==> src/rtl/sensor_frame_deframe_decode_macros.svh <==
// assertion macros of the deframer, used by sfdd_frame
`ifndef SENSOR_FRAME_DEFRAME_DECODE_MACROS_SVH
`define SENSOR_FRAME_DEFRAME_DECODE_MACROS_SVH

// same-cycle implication
`define SFDD_ASSERT_NOW(label, clk, rst, ante, cons) \
  label: assert property (@(posedge clk) disable iff (rst) (ante) |-> (cons)) \
    else $error("sfdd check failed");

// next-cycle implication
`define SFDD_ASSERT_NEXT(label, clk, rst, ante, cons) \
  label: assert property (@(posedge clk) disable iff (rst) (ante) |=> (cons)) \
    else $error("sfdd check failed");

`endif

==> src/rtl/sfdd_pkg.sv <==
// types, constants and sizes of the report deframer
package sfdd_pkg;

  localparam int HEAD_BYTES = 12;
  localparam int HEAD_IDX_W = $clog2(HEAD_BYTES);

  localparam logic [7:0] DELIM       = 8'hFF;
  localparam logic [7:0] TYPE_TH     = 8'h42;
  localparam logic [7:0] TYPE_TS     = 8'h60;
  localparam logic [3:0] NEG_NIBBLE  = 4'h8;
  localparam logic [3:0] NIB_MASK    = 4'hF;
  localparam logic [7:0] LIMIT_RESET = 8'd200;
  localparam logic [7:0] MIN_FRAME   = 8'd12;
  localparam logic [7:0] COUNT_MAX   = 8'd255;

  typedef enum logic [1:0] {
    KIND_TEMP_HUM  = 2'd0,
    KIND_TIMESTAMP = 2'd1,
    KIND_UNKNOWN   = 2'd2,
    KIND_SHORT     = 2'd3
  } frame_kind_t;

  typedef logic [7:0] head_t [HEAD_BYTES];

  typedef struct packed {
    frame_kind_t        frame_kind;
    logic               checksum_ok;
    logic [7:0]         frame_length;
    logic [3:0]         sensor_id;
    logic signed [12:0] temperature_tenths;
    logic [7:0]         humidity;
    logic [7:0]         minute;
    logic [7:0]         hour;
    logic [7:0]         day;
    logic [7:0]         month;
    logic [7:0]         year_offset;
  } result_t;

endpackage

==> src/rtl/sfdd_decode.sv <==
// decode of a closed frame: checksum compare and type fields
module sfdd_decode
  import sfdd_pkg::*;
(
  input  logic [7:0]  byte_count,
  input  logic [15:0] running_sum,
  input  logic [7:0]  last_byte,
  input  logic [7:0]  second_last_byte,
  input  head_t       frame_head,
  output result_t     result
);

  logic [15:0] sum;
  logic [15:0] want;
  logic [11:0] mag;
  logic        neg;

  assign sum  = running_sum - {8'd0, last_byte} - {8'd0, second_last_byte};
  assign want = {frame_head[11], frame_head[10]};
  assign mag  = {frame_head[4][3:0], frame_head[3]};
  assign neg  = (frame_head[4][7:4] == NEG_NIBBLE);

  always_comb begin
    result = '0;
    result.frame_length = byte_count;
    if (byte_count < MIN_FRAME) begin
      result.frame_kind = KIND_SHORT;
    end else begin
      result.checksum_ok = (sum == want);
      if (frame_head[1] == TYPE_TH) begin
        result.frame_kind = KIND_TEMP_HUM;
        result.sensor_id  = frame_head[2][3:0] & NIB_MASK;
        result.temperature_tenths = neg ? (13'sd0 - $signed({1'b0, mag}))
                                        : $signed({1'b0, mag});
        result.humidity   = frame_head[5];
      end else if (frame_head[1] == TYPE_TS) begin
        result.frame_kind  = KIND_TIMESTAMP;
        result.minute      = frame_head[4];
        result.hour        = frame_head[5];
        result.day         = frame_head[6];
        result.month       = frame_head[7];
        result.year_offset = frame_head[8];
      end else begin
        result.frame_kind = KIND_UNKNOWN;
      end
    end
  end

endmodule

==> src/rtl/sfdd_frame.sv <==
// frame state: head bytes, count, running sum and closing decode
`include "sensor_frame_deframe_decode_macros.svh"

module sfdd_frame
  import sfdd_pkg::*;
(
  input  logic       clk,
  input  logic       rst,
  input  logic       advance,
  input  logic [7:0] data_byte,
  input  logic       report_end,
  input  logic [7:0] overflow_limit,
  output logic       emit,
  output result_t    result
);

  head_t       frame_head;
  logic [7:0]  byte_count;
  logic [15:0] running_sum;
  logic [7:0]  last_byte;
  logic [7:0]  second_last_byte;

  logic [7:0]  byte_count_next;
  logic [15:0] running_sum_next;
  logic [7:0]  last_byte_next;
  logic [7:0]  second_last_byte_next;
  logic        is_delim;
  logic        head_we;

  assign is_delim = (data_byte == DELIM);
  assign emit     = is_delim && (byte_count != 8'd0);
  assign head_we  = !is_delim && (byte_count < 8'(HEAD_BYTES));

  always_comb begin
    byte_count_next       = byte_count;
    running_sum_next      = running_sum;
    last_byte_next        = last_byte;
    second_last_byte_next = second_last_byte;
    if (is_delim) begin
      byte_count_next       = '0;
      running_sum_next      = '0;
      last_byte_next        = '0;
      second_last_byte_next = '0;
    end else begin
      if (byte_count != COUNT_MAX) begin
        byte_count_next = byte_count + 8'd1;
      end
      running_sum_next      = running_sum + {8'd0, data_byte};
      second_last_byte_next = last_byte;
      last_byte_next        = data_byte;
    end
    // discard at report end when over the limit
    if (report_end && (byte_count_next > overflow_limit)) begin
      byte_count_next       = '0;
      running_sum_next      = '0;
      last_byte_next        = '0;
      second_last_byte_next = '0;
    end
  end

  always_ff @(posedge clk) begin
    if (rst) begin
      byte_count       <= '0;
      running_sum      <= '0;
      last_byte        <= '0;
      second_last_byte <= '0;
    end else if (advance) begin
      byte_count       <= byte_count_next;
      running_sum      <= running_sum_next;
      last_byte        <= last_byte_next;
      second_last_byte <= second_last_byte_next;
    end
  end

  always_ff @(posedge clk) begin
    if (advance && head_we) begin
      frame_head[byte_count[HEAD_IDX_W-1:0]] <= data_byte;
    end
  end

  sfdd_decode u_decode (
    .byte_count       (byte_count),
    .running_sum      (running_sum),
    .last_byte        (last_byte),
    .second_last_byte (second_last_byte),
    .frame_head       (frame_head),
    .result           (result)
  );

  `SFDD_ASSERT_NEXT(a_delim_clears, clk, rst, advance && is_delim, byte_count == 8'd0)
  `SFDD_ASSERT_NEXT(a_data_counts, clk, rst, advance && !is_delim && !report_end,
                    byte_count != 8'd0)
  `SFDD_ASSERT_NEXT(a_hold_idle, clk, rst, !advance,
                    $stable(byte_count) && $stable(running_sum))

endmodule

==> src/rtl/sensor_frame_deframe_decode.sv <==
// top level of the weather report deframer and decoder
//
//   port group   dir   tdata                        tuser / tlast
//   s_axis       in    data_byte                    tlast: report_end
//   m_axis       out   length, id, temp, ... year   tuser: frame_kind, checksum_ok
//   cfg          in    overflow_limit (8 bit)       -
//
// one byte per cycle while no result waits unaccepted; a byte goes input register -> frame state -> result register
// a closing delimiter's result is taken into the result register as the delimiter leaves the input register
// rst is synchronous and clears the frame count, sum and last bytes (not the head bytes); overflow_limit resets to 200
// while a result waits unaccepted no byte leaves the input register, and s_tready
// drops only while the input register holds a byte that cannot leave it
module sensor_frame_deframe_decode
  import sfdd_pkg::*;
(
  input  logic        clk,
  input  logic        rst,
  input  logic        s_tvalid,
  output logic        s_tready,
  input  logic [7:0]  s_tdata,   // data_byte
  input  logic        s_tlast,   // report_end
  output logic        m_tvalid,
  input  logic        m_tready,
  // frame_length[7:0], sensor_id[11:8], temperature_tenths[24:12], humidity[32:25],
  // minute[40:33], hour[48:41], day[56:49], month[64:57], year_offset[72:65], zeros
  output logic [79:0] m_tdata,
  output logic [2:0]  m_tuser,   // frame_kind[1:0], checksum_ok[2]
  input  logic        cfg_wr_en,
  input  logic [7:0]  cfg_wr_data
);

  logic       in_valid;
  logic [7:0] in_byte;
  logic       in_end;
  logic [7:0] overflow_limit;
  logic       advance;
  logic       emit;
  result_t    result;
  result_t    out_result;

  assign advance  = in_valid && (!m_tvalid || m_tready);
  assign s_tready = !in_valid || advance;

  always_ff @(posedge clk) begin
    if (rst) begin
      overflow_limit <= LIMIT_RESET;
    end else if (cfg_wr_en) begin
      overflow_limit <= cfg_wr_data;
    end
  end

  always_ff @(posedge clk) begin
    if (rst) begin
      in_valid <= 1'b0;
    end else if (s_tready) begin
      in_valid <= s_tvalid;
    end
  end

  always_ff @(posedge clk) begin
    if (s_tready && s_tvalid) begin
      in_byte <= s_tdata;
      in_end  <= s_tlast;
    end
  end

  sfdd_frame u_frame (
    .clk            (clk),
    .rst            (rst),
    .advance        (advance),
    .data_byte      (in_byte),
    .report_end     (in_end),
    .overflow_limit (overflow_limit),
    .emit           (emit),
    .result         (result)
  );

  always_ff @(posedge clk) begin
    if (rst) begin
      m_tvalid <= 1'b0;
    end else if (advance && emit) begin
      m_tvalid <= 1'b1;
    end else if (m_tready) begin
      m_tvalid <= 1'b0;
    end
  end

  always_ff @(posedge clk) begin
    if (advance && emit) begin
      out_result <= result;
    end
  end

  assign m_tdata = {7'd0,
                    out_result.year_offset,
                    out_result.month,
                    out_result.day,
                    out_result.hour,
                    out_result.minute,
                    out_result.humidity,
                    out_result.temperature_tenths,
                    out_result.sensor_id,
                    out_result.frame_length};
  assign m_tuser = {out_result.checksum_ok, out_result.frame_kind};

endmodule
==> config.mk <==
export PLATFORM = sky130hd
export DESIGN_NAME = sensor_frame_deframe_decode
export DESIGN_NICKNAME = d
export VERILOG_FILES = /design/src/rtl/sfdd_pkg.sv /design/src/rtl/sfdd_decode.sv /design/src/rtl/sfdd_frame.sv /design/src/rtl/sensor_frame_deframe_decode.sv
export VERILOG_INCLUDE_DIRS = /design/src /design/src/rtl
export SDC_FILE = /design/constraint.sdc
export NUM_CORES = 1
export LEC_CHECK = 0
export BUFFER_PORTS_ARGS = -buffer_cell sky130_fd_sc_hd__buf_2
export CAP_MARGIN = 25
export CORE_MARGIN = 5
export CORE_UTILIZATION = 44
export CTS_CLUSTER_SIZE = 14
export DETAILED_ROUTE_END_ITERATION = 10
export PLACE_DENSITY_LB_ADDON = 0.1
export SETUP_SLACK_MARGIN = 0.15
export SYNTH_ARGS = -nofsm -noshare
export SYNTH_HDL_FRONTEND = slang
export SYNTH_SLANG_ARGS = --single-unit
export TNS_END_PERCENT = 10
==> constraint.sdc <==
create_clock -name clk -period 6.4 [get_ports clk]
set_input_delay 0.96 -clock clk [delete_from_list [all_inputs] [get_ports clk]]
set_output_delay 0.96 -clock clk [all_outputs]
set_load 0.1 [all_outputs]
# After elaboration in Yosys (flattened, before gate mapping)
# Cells that the tools add are included.
[totals] regBits=231 input_bits=22 out_inout_bits=85 word_cells=87
[classes] add_sub_neg=5 order_cmp=4 n_eq_ne=6 n_mux=17 n_bitwise=4 n_reduce_logical=18
[op_table] op="$bwmux 96" count=1
[op_table] op="$mux 8" count=8
[op_table] op="$demux 8 s4" count=1
[op_table] op="$mux 16" count=2
[op_table] op="$sub 16x8->16" count=2
[op_table] op="$add 16x8->16" count=1
[op_table] op="$eq 16x16->1" count=1
[op_table] op="$eq 8x7->1 const B" count=2
[op_table] op="$sub 1x12->13 const A" count=1
[op_table] op="$mux 12" count=1
[op_table] op="$add 8x1->8 const B" count=1
[op_table] op="$eq 8x8->1 const B" count=1
[op_table] op="$gt 8x8->1" count=1
[op_table] op="$logic_and 1x1->1" count=8
[op_table] op="$lt 8x4->1 const B" count=1
[op_table] op="$ne 8x8->1 const B" count=1
[op_table] op="$reduce_bool 8->1" count=1
[op_table] op="$reduce_or 3->1" count=2
[op_table] op="$ge 5x5->1 const B" count=1
[op_table] op="$lt 5x1->1 const B" count=1
[op_table] op="$not 4->5" count=1
[op_table] op="$eq 4x4->1 const B" count=1
[op_table] op="$mux 2" count=2
[op_table] op="$logic_not 1->1" count=3
[op_table] op="5 further kinds" count=9

# Depth between registers and ports, before layout
[logic_depth] depth_word=6 mapped_depth=16 mapped_depth_nobuf=14

# By module
# From an unflattened synthesis, not the netlist that was laid out.
[unflattened] cells_unflattened=831 hier_area_um2=10546.4
[modules_own_cells] mod="sfdd_frame" instances=1 cells_per_inst=438 area_per_inst_um2=5740.5 seq_area_each_um2=3683.5
[modules_own_cells] mod="sensor_frame_deframe_decode" instances=1 cells_per_inst=130 area_per_inst_um2=2995.4 seq_area_each_um2=2752.6
[modules_own_cells] mod="sfdd_decode" instances=1 cells_per_inst=263 area_per_inst_um2=1810.5 seq_area_each_um2=0.0

# Worst setup path after synthesis
# OpenSTA, ideal clock, no wires.
[synth_timing] path_kind="input to register" from="input port m_tready" to="register out_result (netlist bit m_tdata[0]) (enable)" setup_time_ns=0.558 arrival_ns=5.179 required_ns=5.842 path_slack_ns=0.663 cell_stages=4 path_buffers=0 cell_sequence="nand2b_1 -> and2_1 -> nand2_1 -> a31oi_1"
[synth_between] elab_chain_len=3
[synth_lines] element="start, declared" line_no="sensor_frame_deframe_decode.sv:23" text="input logic m_tready,"
[synth_lines] element="$logic_or 1x1->1" line_no="sensor_frame_deframe_decode.sv:41" text="assign advance = in_valid && (!m_tvalid || m_tready);"
[synth_lines] element="$logic_and 1x1->1" line_no="sensor_frame_deframe_decode.sv:41"
[synth_lines] element="$logic_and 1x1->1" line_no="sensor_frame_deframe_decode.sv:89" text="if (advance && emit) begin"
[synth_lines] element="end signal, assigned" line_no="sensor_frame_deframe_decode.sv:90" text="out_result <= result;"
[synth_lines] element="end, declared" line_no="sensor_frame_deframe_decode.sv:39" text="result_t out_result;"
# No other way between the ends.
# A chain may end at the register's enable or synchronous reset.

# Worst setup path after layout
[layout_timing] from="register u_frame.byte_count[0]" to="register u_frame.running_sum[12]"
[layout_between] elab_chain_len=6 word_cells_on_any_way=7 cone_classes="add/sub: 1; order compare: 1; eq/ne: 1; mux: 3; reduce/logical: 1"
[layout_lines] element="start, declared" line_no="sfdd_frame.sv:18" text="logic [7:0] byte_count;"
[layout_lines] element="start signal, assigned" line_no="sfdd_frame.sv:68" text="byte_count <= byte_count_next;"
[layout_lines] element="$add 8x1->8 or $ne 8x8->1 (tied branches)" line_no="sfdd_frame.sv:46, sfdd_frame.sv:45"
[layout_lines] element="$mux 8 *" line_no="sfdd_frame.sv:45" text="if (byte_count != COUNT_MAX) begin"
[layout_lines] element="$mux 8 *" line_no="sfdd_frame.sv:39" text="if (is_delim) begin"
[layout_lines] element="$gt 8x8->1 *" line_no="sfdd_frame.sv:53" text="if (report_end && (byte_count_next > overflow_limit)) begin"
[layout_lines] element="$logic_and 1x1->1 *" line_no="sfdd_frame.sv:53"
[layout_lines] element="$mux 16 *" line_no="sfdd_frame.sv:53"
[layout_lines] element="end signal, assigned" line_no="sfdd_frame.sv:69" text="running_sum <= running_sum_next;"
[layout_lines] element="end, declared" line_no="sfdd_frame.sv:19" text="logic [15:0] running_sum;"
# Every way passes the cells marked *; elsewhere a longest branch is shown, timed or not.

==> qor.yml <==
sta:
  period_needed_ps: 4221
  setup_viol: 0
  fin_crit_sh_pct: 65.95
  clock.fmax_mhz: 236.9
  slew_violations: 0
  maxSlewHeadroom_pct: 32.89
  fin_skew_ps: 8.964
  hold_violations: 0
  tns_ps: 0
  rsz0062_at_grt: "false"
  worst_pin_slew_ps: 1007
pwr:
  power.density_mw_per_mm2: 281.6
  power.leakage_nw: 3.737
  p_total_w: 0.003031
  vdd_ir_drop_max_uv: 154.5
floorplanning:
  die_y_um: 155.1
  die_area_mm2: 0.02404
  fp-row-count: 53
  die_width_um: 155.1
  ios: 107
  initial_core_util_pct: 44.32
  coreArea_mm2: 0.02089
detailed_routing:
  drt_first_pass_iters: 5
  routed_wl_um: 18820
  postRouteAntennaNets: 0
  drcViolationCount: 0
  wl_per_cell_um: 16.73
  drtIter0Drc: 264
  vias: 5812
  vias_per_cell: 5.166
global_route:
  antenna_found_initial: 0
  grt_pass1_wl_um: 30160
  first_global_vias: 5815
  grt_overflow: 0
  grt_max_degree: 78
  grt_use_total_pct: 15.42
clocking:
  cts_tree: "built"
  clockRootBuffer: "clkbuf_16"
  cts.repair.resized: 0
  clockBufferDepth: 3
  h-tree-depth: 1
  numCtsBuffers: 23
  clk_latency_ps: 490
  clk_transition_reported_paths_ps: 60
  cts_setup_buffers: 0
  clock_sinks: 211
  hold_buffers: 0
synthesis:
  ys_types: 56
  async_reset_ff_share_pct: 0
  yosys.area.top_type_share_pct: 52.22
  syn_avg_cell_area_um2: 12.65
  synth.area.top_cells: "edfxtp_1, dfxtp_1, ha_1"
  synthFlopType: "edfxtp_1"
  ys_seq_area_share_pct: 63.04
  yosysWarnings: 0
  ys_seq_elements: 211
  synth_top_cell_by_area: "edfxtp_1"
  syn-instance-count: 732
  synth_edf_count: 161
  netlist_area_mm2: 0.009258
final_layout:
  diodes: 0
  layout_common_cells: "edfxtp_1, buf_2, nor2_1"
  nets: 897
  final_cells: 1125
  drive_gt1_share_pct: 17.53
  area_delta_synth_final_pct: 16.26
  layout_commonest_cell: "edfxtp_1"
placed_design:
  gp_congestion: 0.8462
  dp.cells: 1083
  numPortBuffers: 99
  hpwl_um: 12760
setup_path:
  cpLargestDelayFamily: "compound AO/OA/AOI/OAI gates"
  crit_slowest_cell: "a21oi_4"
  slowest_delay_ps: 540
  worst-path-buf-inv: 1
  cp_cell_sequence: "ha_1, nand4_1, nor2_1, nor2_1, xnor2_1, nor2_1, ha_1, a21o_1, a21o_1, a211oi_1, a311oi_2, a21oi_4, buf_16, or4b_1, a31oi_1"
  arrival_ps: 4630
  required_ps: 6810
  cp-start-kind: "register"
  path_common_cell: "nor2_1"
  setup.worst_path.class: "register to register"
  worstSetupEndpointType: "register"
  path_max_fanout: 25
outcome:
  status: "finished, final reports clean"
worst_hold_path:
  hold_path_class: "register to register"
flow_run:
  cap_violations: 0
per-layer routing:
layer	up-vias	global-route usage, %	routed length, um
li1	2842	-	-
met1	2784	19.88	8032
met2	163	26.82	9238
met3	23	2.921	1206
met4	0	4.037	340
met5	-	0	0
synth_stat cells (5+ instances only):
master,count
a211oi_1,5
a21o_1,8
a21oi_1,24
a22oi_1,29
a31oi_1,10
and2_1,56
and3_1,10
buf_2,6
buf_4,7
clkbuf_1,21
dfxtp_1,50
edfxtp_1,161
fa_1,9
ha_1,32
inv_1,38
mux2i_1,6
nand2_1,26
nand3_1,7
nand4_1,10
nor2_1,74
nor3_1,15
nor4_1,6
o211ai_1,7
o21ai_0,9
o21ai_1,6
xnor2_1,40
xor2_1,8
power by group:
group	internal [W]	switching (W)
Clock	0.000734	0.000504
Sequential	0.00149	0.0000296
Combinational	0.000118	0.000159
Total	0.00234	0.000693
layout make-up:
class / count / area (um2)
sequential: 211 / 5836
multi-input combinational: 454 / 3164
fill: 1834 / 10130
clock buffer: 25 / 583.1
clock inverter: 16 / 125.1
tap: 275 / 344.1
inverter: 38 / 142.6
timing repair buffer: 106 / 568.0
stage by stage:
step	setup slack (ps)	util (%)	cell area (um2)	hold WS, ps
floorplan	662.8	-	9280	406.4
global placement	2179	47.97	10020	482.7
detailed placement	2081	48.00	10030	500.2
CTS	2033	51.39	10740	514.5
global route	1918	51.52	10760	523.8
finish	2179	51.52	10760	502.5
registers in the layout, summed over array words and instances (netlist names):
| name | cells |
|---|---|
| m_tdata | 73 |
| u_frame.frame_head | 76 |
| in_valid | 1 |
| m_tvalid | 1 |
| u_frame.byte_count | 8 |
| in_byte | 8 |
| in_end | 1 |
| u_frame.running_sum | 16 |
| u_frame.second_last_byte | 8 |
| overflow_limit | 8 |
| m_tuser | 3 |
| u_frame.last_byte | 8 |
worst reg2reg max path, stage by stage (launching register included):
cell and delay (ps):
dfxtp_1 470, ha_1 380, nand4_1 180, nor2_1 310, nor2_1 110, xnor2_1 150
nor2_1 70, ha_1 310, a21o_1 180, a21o_1 180, a211oi_1 280, a311oi_2 150
a21oi_4 540, buf_16 230, or4b_1 450, a31oi_1 160
cell families after synthesis:
family | count (synthesis) | share of synthesized area [%]
fa+ha+maj | 41 | 6.271
flops | 211 | 63.04
buf+inv | 73 | 3.325
simple gates | 235 | 13.35
other cells | 1 | 0.04051
mux | 6 | 0.6488
xor+xnor | 48 | 4.541
compound gates | 117 | 8.785
final timing paths:
path                                            from                              endpoint  slack, ps  cells after the start
setup reg to reg  u_frame.byte_count[0]$_SDFFE_PP0P_  u_frame.running_sum[12]$_SDFFE_PP0P_       2180                     15
hold / removal        overflow_limit[6]$_SDFFE_PP1P_        overflow_limit[6]$_SDFFE_PP1P_        500                      2
hold reg to reg       overflow_limit[6]$_SDFFE_PP1P_        overflow_limit[6]$_SDFFE_PP1P_        500                      2
setup / recovery  u_frame.byte_count[0]$_SDFFE_PP0P_  u_frame.running_sum[12]$_SDFFE_PP0P_       2180                     15
(Power assumes the default switching activity.)
